### config.mk
export PLATFORM = sky130hd
export DESIGN_NAME = positional_char_list
export DESIGN_NICKNAME = d
export VERILOG_FILES = /design/src/pcl_pkg.sv /design/src/pcl_store.sv /design/src/pcl_ctrl.sv /design/src/positional_char_list.sv
export SDC_FILE = /design/constraint.sdc
export NUM_CORES = 1
export LEC_CHECK = 0
export ABC_AREA = 1
export BUFFER_PORTS_ARGS = -buffer_cell sky130_fd_sc_hd__buf_2
export CAP_MARGIN = 40
export CORE_MARGIN = 3
export CORE_UTILIZATION = 64
export CTS_BUF_LIST = sky130_fd_sc_hd__clkbuf_8
export DETAILED_ROUTE_END_ITERATION = 7
export PLACE_DENSITY_LB_ADDON = 0.3
export REMOVE_ABC_BUFFERS = 1
export SYNTH_ARGS = -nofsm -noshare
export SYNTH_HDL_FRONTEND = slang
export SYNTH_SLANG_ARGS = --single-unit
### constraint.sdc
create_clock -name i_clk -period 3.41 [get_ports i_clk]
set_input_delay 0.682 -clock i_clk [delete_from_list [all_inputs] [get_ports i_clk]]
set_output_delay 0.682 -clock i_clk [all_outputs]
set_load 0.005 [all_outputs]
### src/pcl_pkg.sv
`timescale 1ns / 1ps
package pcl_pkg;

    localparam int CMD_W    = 2;
    localparam int POS_W    = 6;
    localparam int LETTER_W = 8;

    localparam logic [CMD_W-1:0] CMD_INSERT = 2'd0;
    localparam logic [CMD_W-1:0] CMD_REMOVE = 2'd1;
    localparam logic [CMD_W-1:0] CMD_GET    = 2'd2;

    // Port strobes of the entry store.
    typedef struct packed {
        logic we;
        logic re;
    } t_mem_ctl;

    // Result of one command, minus the entry count.
    typedef struct packed {
        logic                ok;
        logic [LETTER_W-1:0] data;
    } t_result;

endpackage

### src/pcl_store.sv
`timescale 1ns / 1ps
module pcl_store #(
    parameter int DEPTH = 16
) (
    input  logic                           i_clk,
    input  pcl_pkg::t_mem_ctl              i_ctl,
    input  logic [$clog2(DEPTH)-1:0]       i_waddr,
    input  logic [pcl_pkg::LETTER_W-1:0]   i_wdata,
    input  logic [$clog2(DEPTH)-1:0]       i_raddr,
    output logic [pcl_pkg::LETTER_W-1:0]   o_rdata
);
    import pcl_pkg::*;

    logic [LETTER_W-1:0] r_mem [DEPTH];
    logic [LETTER_W-1:0] r_rdata;

    always_ff @(posedge i_clk) begin
        if (i_ctl.we) begin
            r_mem[i_waddr] <= i_wdata;
        end
    end

    always_ff @(posedge i_clk) begin
        if (i_ctl.re) begin
            r_rdata <= r_mem[i_raddr];
        end
    end

    assign o_rdata = r_rdata;

endmodule

### src/pcl_ctrl.sv
`timescale 1ns / 1ps
module pcl_ctrl #(
    parameter int DEPTH = 16
) (
    input  logic                           i_clk,
    input  logic                           i_rst_n,
    input  logic                           i_start,
    input  logic [pcl_pkg::CMD_W-1:0]      i_cmd,
    input  logic [pcl_pkg::POS_W-1:0]      i_pos,
    input  logic [pcl_pkg::LETTER_W-1:0]   i_letter,
    input  logic                           i_res_take,
    output logic                           o_busy,
    output logic                           o_res_valid,
    output pcl_pkg::t_result               o_res,
    output logic [$clog2(DEPTH+1)-1:0]     o_len
);
    import pcl_pkg::*;

    localparam int AW = $clog2(DEPTH);
    localparam int CW = $clog2(DEPTH + 1);
    localparam int SW = ((CW > POS_W) ? CW : POS_W) + 1;

    localparam logic [2:0] ST_IDLE  = 3'd0;
    localparam logic [2:0] ST_SHIFT = 3'd1;
    localparam logic [2:0] ST_READ  = 3'd2;
    localparam logic [2:0] ST_WAIT  = 3'd3;
    localparam logic [2:0] ST_DONE  = 3'd4;

    logic [2:0]          r_state, n_state;
    logic [CW-1:0]       r_len, n_len;
    logic                r_rd_valid, n_rd_valid;
    logic [AW-1:0]       r_idx, n_idx;
    logic [AW-1:0]       r_ra, n_ra;
    logic [AW-1:0]       r_wa, n_wa;
    logic [CW-1:0]       r_left, n_left;
    logic                r_up, n_up;
    logic                r_ins, n_ins;
    logic [LETTER_W-1:0] r_letter, n_letter;
    logic                r_ok, n_ok;
    logic [LETTER_W-1:0] r_data, n_data;

    t_mem_ctl            mem_ctl;
    logic [AW-1:0]       mem_waddr;
    logic [LETTER_W-1:0] mem_wdata;
    logic [LETTER_W-1:0] mem_rdata;

    logic signed [SW-1:0] pos_s;
    logic signed [SW-1:0] len_s;
    logic signed [SW-1:0] get_idx_s;
    logic signed [SW-1:0] gap_s;
    logic                 pos_neg;
    logic                 ins_ok;
    logic                 rem_ok;
    logic                 get_ok;
    logic [AW-1:0]        idx_step;
    logic                 shift_end;

    assign pos_s     = {{(SW - POS_W){i_pos[POS_W-1]}}, i_pos};
    assign len_s     = {{(SW - CW){1'b0}}, r_len};
    assign pos_neg   = pos_s[SW-1];
    assign get_idx_s = pos_neg ? (len_s + pos_s) : pos_s;
    assign gap_s     = len_s - pos_s;

    assign ins_ok = !pos_neg && (pos_s <= len_s) && (r_len != CW'(DEPTH));
    assign rem_ok = !pos_neg && (pos_s < len_s);
    assign get_ok = (r_len != '0) && (pos_s < len_s) && (pos_s >= -len_s);

    // Shared address stepper: walk down for insert, up for remove.
    assign idx_step  = r_idx + (r_up ? AW'(1) : {AW{1'b1}});
    assign shift_end = (r_left == '0) && !r_rd_valid;

    always_comb begin
        mem_ctl.re = ((r_state == ST_SHIFT) && (r_left != '0)) || (r_state == ST_READ);
        mem_ctl.we = (r_state == ST_SHIFT) && (r_rd_valid || (shift_end && r_ins));
    end
    assign mem_waddr = r_wa;
    assign mem_wdata = r_rd_valid ? mem_rdata : r_letter;

    always_comb begin
        n_state    = r_state;
        n_len      = r_len;
        n_rd_valid = r_rd_valid;
        n_idx      = r_idx;
        n_ra       = r_ra;
        n_wa       = r_wa;
        n_left     = r_left;
        n_up       = r_up;
        n_ins      = r_ins;
        n_letter   = r_letter;
        n_ok       = r_ok;
        n_data     = r_data;
        unique case (r_state)
            ST_IDLE: begin
                if (i_start) begin
                    n_ok       = 1'b0;
                    n_data     = '0;
                    n_rd_valid = 1'b0;
                    n_letter   = i_letter;
                    n_state    = ST_DONE;
                    priority if (i_cmd == CMD_INSERT && ins_ok) begin
                        n_ins   = 1'b1;
                        n_up    = 1'b0;
                        n_idx   = AW'(r_len - CW'(1));
                        n_wa    = r_len[AW-1:0];
                        n_left  = gap_s[CW-1:0];
                        n_state = ST_SHIFT;
                    end else if (i_cmd == CMD_REMOVE && rem_ok) begin
                        n_ins   = 1'b0;
                        n_up    = 1'b1;
                        n_idx   = pos_s[AW-1:0] + AW'(1);
                        n_wa    = pos_s[AW-1:0];
                        n_left  = gap_s[CW-1:0] - CW'(1);
                        n_state = ST_SHIFT;
                    end else if (i_cmd == CMD_GET && get_ok) begin
                        n_idx   = get_idx_s[AW-1:0];
                        n_state = ST_READ;
                    end else begin
                        n_state = ST_DONE;
                    end
                end
            end
            ST_SHIFT: begin
                if (r_rd_valid) begin
                    n_wa = r_ra;
                end
                if (r_left != '0) begin
                    n_ra       = r_idx;
                    n_idx      = idx_step;
                    n_left     = r_left - CW'(1);
                    n_rd_valid = 1'b1;
                end else begin
                    n_rd_valid = 1'b0;
                end
                if (shift_end) begin
                    n_len   = r_ins ? (r_len + CW'(1)) : (r_len - CW'(1));
                    n_ok    = 1'b1;
                    n_state = ST_DONE;
                end
            end
            ST_READ: begin
                n_state = ST_WAIT;
            end
            ST_WAIT: begin
                n_data  = mem_rdata;
                n_ok    = 1'b1;
                n_state = ST_DONE;
            end
            ST_DONE: begin
                if (i_res_take) begin
                    n_state = ST_IDLE;
                end
            end
            default: begin
                n_state = ST_IDLE;
            end
        endcase
    end

    always_ff @(posedge i_clk) begin
        if (!i_rst_n) begin
            r_state    <= ST_IDLE;
            r_len      <= '0;
            r_rd_valid <= 1'b0;
        end else begin
            r_state    <= n_state;
            r_len      <= n_len;
            r_rd_valid <= n_rd_valid;
        end
    end

    always_ff @(posedge i_clk) begin
        r_idx    <= n_idx;
        r_ra     <= n_ra;
        r_wa     <= n_wa;
        r_left   <= n_left;
        r_up     <= n_up;
        r_ins    <= n_ins;
        r_letter <= n_letter;
        r_ok     <= n_ok;
        r_data   <= n_data;
    end

    pcl_store #(
        .DEPTH (DEPTH)
    ) u_store (
        .i_clk   (i_clk),
        .i_ctl   (mem_ctl),
        .i_waddr (mem_waddr),
        .i_wdata (mem_wdata),
        .i_raddr (r_idx),
        .o_rdata (mem_rdata)
    );

    assign o_busy      = (r_state != ST_IDLE);
    assign o_res_valid = (r_state == ST_DONE);
    assign o_res.ok    = r_ok;
    assign o_res.data  = r_data;
    assign o_len       = r_len;

    a_we_in_shift: assert property (@(posedge i_clk) disable iff (!i_rst_n)
        mem_ctl.we |-> (r_state == ST_SHIFT))
        else $error("store written outside of a shift pass");

    a_len_bound: assert property (@(posedge i_clk) disable iff (!i_rst_n)
        r_len <= CW'(DEPTH))
        else $error("entry count beyond depth");

    a_reject_zero: assert property (@(posedge i_clk) disable iff (!i_rst_n)
        ((r_state == ST_DONE) && !r_ok) |-> (r_data == '0))
        else $error("rejected command carries nonzero data");

    a_start_idle: assert property (@(posedge i_clk) disable iff (!i_rst_n)
        i_start |-> (r_state == ST_IDLE))
        else $error("command started while busy");

    a_len_only_at_shift: assert property (@(posedge i_clk) disable iff (!i_rst_n)
        (r_state != ST_SHIFT) |=> $stable(r_len))
        else $error("entry count changed outside of a shift pass");

endmodule

### src/positional_char_list.sv
`timescale 1ns / 1ps
// A rejected command goes straight to the result; a get first reads the entry store,
// and insert or remove at position p into n entries shifts the entries between p and the tail.
// One command at a time; the entry store moves one entry per cycle during an insert/remove,
// so these take longer the further the position lies from the tail.
// Reset (synchronous, active low) empties the list and drops any pending result;
// entry storage is not cleared.
module positional_char_list #(
    parameter int DEPTH = 16
) (
    input  logic                           i_clk,
    input  logic                           i_rst_n,
    // command channel
    input  logic                           i_valid,
    output logic                           o_stall,
    input  logic [pcl_pkg::CMD_W-1:0]      i_cmd,
    input  logic [pcl_pkg::POS_W-1:0]      i_position,
    input  logic [pcl_pkg::LETTER_W-1:0]   i_letter,
    // result channel
    output logic                           o_valid,
    input  logic                           i_stall,
    output logic                           o_ok,
    output logic [pcl_pkg::LETTER_W-1:0]   o_data,
    output logic [$clog2(DEPTH+1)-1:0]     o_count
);
    import pcl_pkg::*;

    localparam int CW = $clog2(DEPTH + 1);

    logic                busy;
    logic                start;
    logic                res_valid;
    logic                res_take;
    t_result             res;
    logic [CW-1:0]       len;

    logic                r_out_valid, n_out_valid;
    logic                r_out_ok;
    logic [LETTER_W-1:0] r_out_data;
    logic [CW-1:0]       r_out_count;

    // Hold off new beats while the sequencer owns a command, including the
    // cycles it waits for the output register to free up.
    assign o_stall = busy;
    assign start   = i_valid && !busy;

    // Load the finished result when the output register is empty or being drained.
    assign res_take = res_valid && (!r_out_valid || !i_stall);

    pcl_ctrl #(
        .DEPTH (DEPTH)
    ) u_ctrl (
        .i_clk       (i_clk),
        .i_rst_n     (i_rst_n),
        .i_start     (start),
        .i_cmd       (i_cmd),
        .i_pos       (i_position),
        .i_letter    (i_letter),
        .i_res_take  (res_take),
        .o_busy      (busy),
        .o_res_valid (res_valid),
        .o_res       (res),
        .o_len       (len)
    );

    always_comb begin
        n_out_valid = r_out_valid;
        if (res_take) begin
            n_out_valid = 1'b1;
        end else if (!i_stall) begin
            // drop the beat once the consumer has taken it
            n_out_valid = 1'b0;
        end
    end

    always_ff @(posedge i_clk) begin
        if (!i_rst_n) begin
            r_out_valid <= 1'b0;
        end else begin
            r_out_valid <= n_out_valid;
        end
    end

    always_ff @(posedge i_clk) begin
        if (res_take) begin
            r_out_ok    <= res.ok;
            r_out_data  <= res.data;
            r_out_count <= len;
        end
    end

    assign o_valid = r_out_valid;
    assign o_ok    = r_out_ok;
    assign o_data  = r_out_data;
    assign o_count = r_out_count;

endmodule

==> results of run 1 <==
## cell usage after synthesis, types with 2 or more instances
| cell type | count |
|---|---|
| a31oi_1 | 6 |
| o21ai_2 | 2 |
| inv_2 | 2 |
| nor3_1 | 10 |
| or2_2 | 2 |
| fa_1 | 3 |
| a22oi_1 | 2 |
| nand2_4 | 2 |
| xor2_1 | 4 |
| nand3_1 | 25 |
| o221ai_1 | 24 |
| a21oi_1 | 19 |
| o32ai_1 | 7 |
| xnor2_1 | 6 |
| mux2i_1 | 24 |
| nand2_1 | 82 |
| nor2_4 | 2 |
| buf_2 | 7 |
| dfxtp_1 | 10 |
| nor2_1 | 115 |
| inv_1 | 64 |
| ha_1 | 29 |
| a211oi_1 | 3 |
| clkbuf_1 | 20 |
| o21ai_0 | 63 |
| edfxtp_1 | 186 |
| o211ai_1 | 11 |
## per-layer routing
metal	track usage (%)	vias up
met5	0	-
met4	9.20	0
met3	4.99	34
met2	45.8	324
met1	37.4	2924
li1	-	2796
## where the power goes
group	switching, W	internal, W
Clock	0.000786	0.000494
Combinational	0.00112	0.000507
Sequential	0.000126	0.00308
## sequential cells by signal (all words and copies together) (netlist names), 3 cells and up
register                cells
u_ctrl.u_store.r_mem      128
o_data                      8
u_ctrl.r_data               8
u_ctrl.r_letter             8
u_ctrl.u_store.o_rdata      8
o_count                     5
u_ctrl.o_len                5
u_ctrl.r_left               5
u_ctrl.mem_waddr            4
u_ctrl.r_idx                4
u_ctrl.r_ra                 4
u_ctrl.r_state              3
## cell families (layout without fill, tap and decap cells)
| family | Yosys count | in the layout | share of synthesized area, % |
|---|---|---|---|
| multiplexers | 24 | 24 | 2.72 |
| AND/OR/NAND/NOR | 242 | 242 | 11.4 |
| buffers and inverters | 95 | 172 | 4.22 |
| AO/OA/AOI/OAI | 145 | 145 | 10.5 |
| adder cells (fa/ha/maj) | 32 | 32 | 4.78 |
| flip-flops | 196 | 196 | 65.4 |
| XOR/XNOR | 10 | 10 | 0.991 |
## how the worst max path moves through the flow
stage / startpoint / endpoint / slack [ns] / cells past startpoint
2_1_floorplan: u_ctrl.r_idx[0]$_DFFE_PP_ / u_ctrl.u_store.o_rdata[6]$_DFFE_PP_ / 0.09 / 5
3_3_place_gp: i_position[3] / u_ctrl.r_idx[2]$_DFFE_PP_ / 0.20 / 14
4_1_cts: u_ctrl.o_len[4]$_SDFFE_PN0P_ / u_ctrl.r_idx[3]$_DFFE_PP_ / 0.32 / 14
5_1_grt: u_ctrl.o_len[4]$_SDFFE_PN0P_ / u_ctrl.r_idx[3]$_DFFE_PP_ / 0.02 / 14
6_report: u_ctrl.o_len[3]$_SDFFE_PN0P_ / u_ctrl.r_idx[3]$_DFFE_PP_ / 0.37 / 12
3_5_place_dp: i_position[3] / u_ctrl.r_idx[2]$_DFFE_PP_ / -0.06 / 14
## cell type report
cell class	instances	share of cell area [%]
tap	176	2.26
timing repair buffer	75	4.88
multi-input combinational	453	27.6
sequential	196	59.4
clock inverter	14	0.925
clock buffer	17	2.40
inverter	66	2.54
## metrics by stage
stage / hold slack, ns / power (W)
5_1_grt: 0.371 / 0.00640
2_1_floorplan: 0.400 / 0.00421
4_1_cts: 0.369 / 0.00610
3_3_place_gp: 0.400 / 0.00473
6_report: 0.397 / 0.00612
3_5_place_dp: 0.405 / 0.00486
==> qor.yml, run 1 <==
sta:
  clock_skew_ns: 0.00772
  tightest_slew_ns: 0.820
  final.period_utilization_pct: 89.0
  max_slew_margin_pct: 45.4
  finalCriticalPeriod_ns: 3.04
  finalHoldViolCount: 0
  setup_slack_ns: 0.375
  slew_violations: 0
  fmax_mhz: 329
  finalSetupViolCount: 0
  rsz0062_at_grt: "no"
  setup_tns_ns: 0
placed_design:
  postPlaceCellArea_um2: 9410
  io_buffers: 35
  dp_hpwl_mm: 13.7
  place.gp.congestion: 0.964
  post-place-ws_ns: -0.0620
  numPlacedInstances: 966
logic_synthesis:
  postSynthAreaPerCell_um2: 11.9
  synth_edf_count: 186
  ys.flop_type: "edfxtp_1"
  yosysUniqueCellTypes: 41
  ys_ff_latch: 196
  yosysTopAreaCellShare_pct: 63.2
  ys_seq_area_share_pct: 65.4
  yosysWarnings: 0
  syn_area_um2: 8840
  yosysTopAreaCell: "edfxtp_1"
  synth.area.top_cells: "edfxtp_1 63%, nor2_1 4.9%, ha_1 4.1%, o21ai_0 3.6%, nand2_1 3.5%"
  async_reset_ff_share_pct: 0
  synth_cells: 744
clock_network:
  cts_tree: "built"
  clkLatencyLatePin_ns: 0.46
  cts_hold_buf: 0
  cts-root-buf: "clkbuf_8"
  cts_setup_buffers: 0
  cts.sinks: 196
  htree_levels: 4
  cts_resized: 0
  cts_made_buffers: 17
  clkTransAtPathRegs_ns: 0.09
  clock_path_buffers: 2
pwr:
  p_leak_nw: 3.70
  p_per_area_nw_per_um2: 629
  vdd_drop_max_mv: 0.404
cells_and_area:
  diodes: 0
  drive_above_1_share_pct: 14.3
  post-route-util_pct: 72.7
  final_cell_mix: "186 x edfxtp_1, 114 x nor2_1, 82 x nand2_1"
  area_growth_pct: 10.1
  fillerInstances: 878
  multi_input_area_um2: 2690
  final_area_um2: 9740
  nets: 861
  mostFrequentLayoutCell: "edfxtp_1"
  finalNonFillerCells: 997
  ff_latch_area_um2: 5790
setup_path:
  critPathMaxStageDelay_ns: 0.54
  path_buf_inv: 1
  r2r_slack_ns: 0.37
  rr_startpoint: "u_ctrl.o_len[3]$_SDFFE_PN0P_"
  crit_top_cell: "nand2_1"
  crit_required_ns: 3.56
  path_class: "reg -> reg"
  critPathLaunchType: "flip-flop"
  reg2reg_to: "u_ctrl.r_idx[3]$_DFFE_PP_"
  reg2reg_depth: 12
  critical_path.slowest_cell: "dfxtp_1"
  critical_path.cell_chain: "ha_1 -> a21o_1 -> a2111oi_0 -> ha_1 -> inv_1 -> nor2_1 -> nand2_1 -> nand3_1 -> a21oi_1 -> nand2_1 -> nand2_1 -> nor2_2"
  worstPathMaxFanout: 8
  critical_path.top_delay_family: "simple AND/OR/NAND/NOR gates"
  critPathArrivalTime_ns: 3.19
  worstSetupEndpointType: "flip-flop"
job:
  maxCapViolCount: 0
outcome:
  status: "finished clean"
drt:
  drc_errors: 0
  wl_met2_mm: 10.1
  wl_met1_mm: 7.94
  routed_wl_mm: 20.0
  drt_iter0_drc: 816
  ant_nets: 0
  wire_per_inst_um: 20.1
  highest_layer: "met4"
  wl_met3_mm: 1.62
  first_pass_iters: 5
  vias_per_cell: 6.10
  num_vias: 6078
die:
  start_util_pct: 66.0
  row_count: 42
  die_height_um: 124
  core_area_um2: 13400
  fp.dieW_um: 124
  pin_count: 36
  fp.dieArea_um2: 15300
hold_path:
  hold_start: "i_letter[3]"
  min_path_type: "in -> reg"
  hold_depth: 1
  hold_path_end: "u_ctrl.r_letter[3]$_DFFE_PP_"
global_route:
  antenna_found_initial: 0
  grt_pass1_vias: 5849
  grt_pass1_wl_mm: 31.0
  grt.total_usage_pct: 27.6
  grt_max_degree: 68
  grt-ovfl-total: 0
(Power assumes the default switching activity.)
==> run 2, diff against run 1 <==
--- a/config.mk
+++ b/config.mk
@@ -9,11 +9,12 @@
 export BUFFER_PORTS_ARGS = -buffer_cell sky130_fd_sc_hd__buf_2
 export CAP_MARGIN = 40
 export CORE_MARGIN = 3
-export CORE_UTILIZATION = 64
+export CORE_UTILIZATION = 50
 export CTS_BUF_LIST = sky130_fd_sc_hd__clkbuf_8
 export DETAILED_ROUTE_END_ITERATION = 7
-export PLACE_DENSITY_LB_ADDON = 0.3
+export PLACE_DENSITY = 0.7
 export REMOVE_ABC_BUFFERS = 1
+export SKIP_CTS_REPAIR_TIMING = 1
 export SYNTH_ARGS = -nofsm -noshare
 export SYNTH_HDL_FRONTEND = slang
 export SYNTH_SLANG_ARGS = --single-unit
==> run 2 against run 1 <==
Setup slack better by 0.020 ns. Critical path depth down 1. Sequential share of layout area down 0.72 points. Die area up 27%. Total power up 4.0%. Count of clock-buffer cells in the layout up 3. Via count down 3.7%. Maximum frequency up 0.66%. Clock power up 17%. Global-route usage down 6.8 points.
==> qor.yml, run 2 (synthesis gave the netlist of run 1 again) <==
drt:
  ant_nets: 0
  drc_errors: 0
  num_vias: 5853
  drt_iter0_drc: 563
  first_pass_iters: 5
  wire_per_inst_um: 19.0
  vias_per_cell: 5.64
  routed_wl_mm: 19.7
cells_and_area:
  area_growth_pct: 11.5
  nets: 857
  drive_above_1_share_pct: 14.1
  largest_reg_flops: 128
  diodes: 0
  largest_register: "u_ctrl.u_store.r_mem"
  finalNonFillerCells: 1038
  post-route-util_pct: 58.2
  multi_input_area_um2: 2680
  final_cell_mix: "186 x edfxtp_1, 115 x nor2_1, 82 x nand2_1"
  final_area_um2: 9860
  fillerInstances: 1357
  mostFrequentLayoutCell: "edfxtp_1"
  ff_latch_area_um2: 5790
global_route:
  grt_pass1_wl_mm: 31.3
  grt_pass1_vias: 5851
  grt.total_usage_pct: 20.8
  antenna_found_initial: 0
  grt_max_degree: 69
  grt-ovfl-total: 0
sta:
  finalHoldViolCount: 0
  tightest_slew_ns: 0.821
  max_slew_margin_pct: 45.1
  finalCriticalPeriod_ns: 3.02
  slew_violations: 0
  finalSetupViolCount: 0
  setup_tns_ns: 0
  fmax_mhz: 332
  rsz0062_at_grt: "no"
  clock_skew_ns: 0.0142
  final.period_utilization_pct: 88.4
die:
  fp.dieArea_um2: 19300
  start_util_pct: 52.2
  die_height_um: 139
  row_count: 47
  fp.dieW_um: 139
  core_area_um2: 16900
  pin_count: 36
clock_network:
  htree_levels: 4
  cts-root-buf: "clkbuf_8"
  cts_made_buffers: 17
  cts.sinks: 196
  clkLatencyLatePin_ns: 0.46
  cts_tree: "built"
  clkTransAtPathRegs_ns: 0.09
  clock_path_buffers: 2
hold_path:
  min_path_type: "in -> reg"
  hold_depth: 1
placed_design:
  io_buffers: 35
  postPlaceCellArea_um2: 9450
  dp_hpwl_mm: 13.8
  place.gp.congestion: 0.917
  numPlacedInstances: 1006
pwr:
  total_power_w: 0.00636
  vdd_drop_max_mv: 0.333
  p_per_area_nw_per_um2: 646
  p_leak_nw: 3.72
setup_path:
  reg2reg_depth: 11
  crit_required_ns: 3.53
  worstSetupEndpointType: "flip-flop"
  critPathArrivalTime_ns: 3.14
  path_class: "reg -> reg"
  worstPathMaxFanout: 9
  critPathLaunchType: "flip-flop"
outcome:
  status: "finished clean"
job:
  maxCapViolCount: 0
run 2: changes by cell type in the layout (fill, tap and decap cells not counted), sizes merged:
| cell | previous run | this run |
|---|---|---|
| buf | 75 | 71 |
| clkbuf | 17 | 20 |
| bufinv | 0 | 2 |
| clkinv | 6 | 4 |
| clkinvlp | 4 | 2 |
run 2: metrics by stage:
stage	setup slack [ns]	hold WS, ns
after floorplan	0.0850	0.400
after global placement	0.157	0.401
after detailed placement	0.00591	0.406
after CTS	0.400	0.361
after global routing	0.122	0.353
final	0.395	0.390
run 2: power breakdown:
| group | leakage [nW] | switching, W | internal, W |
|---|---|---|---|
| sequential | 1.78 | 0.000129 | 0.00309 |
| clock | 0.207 | 0.000786 | 0.000712 |
| combinational | 1.74 | 0.00113 | 0.000520 |
| total | 3.72 | 0.00205 | 0.00432 |
run 2: layout make-up:
type	count	share of cell area, %
Clock buffer	20	2.79
Clock inverter	12	1.31
Inverter	66	2.51
Multi-Input combinational cell	453	27.2
Sequential cell	196	58.7
Tap cell	220	2.79
Timing Repair Buffer	71	4.68
run 2: critical path, cell delays in order, from the launching register on:
cell	delay [ns]
dfxtp_1	0.45
inv_1	0.13
ha_1	0.36
nand4_1	0.16
nor2_1	0.07
a2111oi_0	0.34
ha_1	0.35
o21ai_2	0.11
nand2_4	0.11
inv_2	0.15
o21ai_1	0.10
a21oi_1	0.35
run 2: final timing paths:
| kind | startpoint | end | slack, ns |
|---|---|---|---|
| min reg2reg | u_ctrl.r_data[4]$_SDFFCE_PN0P_ | o_data[4]$_DFFE_PP_ | 0.43 |
| max | u_ctrl.o_len[4]$_SDFFE_PN0P_ | u_ctrl.mem_waddr[2]$_DFFE_PP_ | 0.39 |
| min | i_letter[6] | u_ctrl.r_letter[6]$_DFFE_PP_ | 0.39 |
| max reg2reg | u_ctrl.o_len[4]$_SDFFE_PN0P_ | u_ctrl.mem_waddr[2]$_DFFE_PP_ | 0.39 |
run 2: per-layer routing:
metal	global-route usage, %	wire [µm]	vias to the layer above
li1	-	-	2788
met1	29.4	8790	2850
met2	32.7	9380	196
met3	5.00	1280	19
met4	5.77	302	0
met5	0	0	-
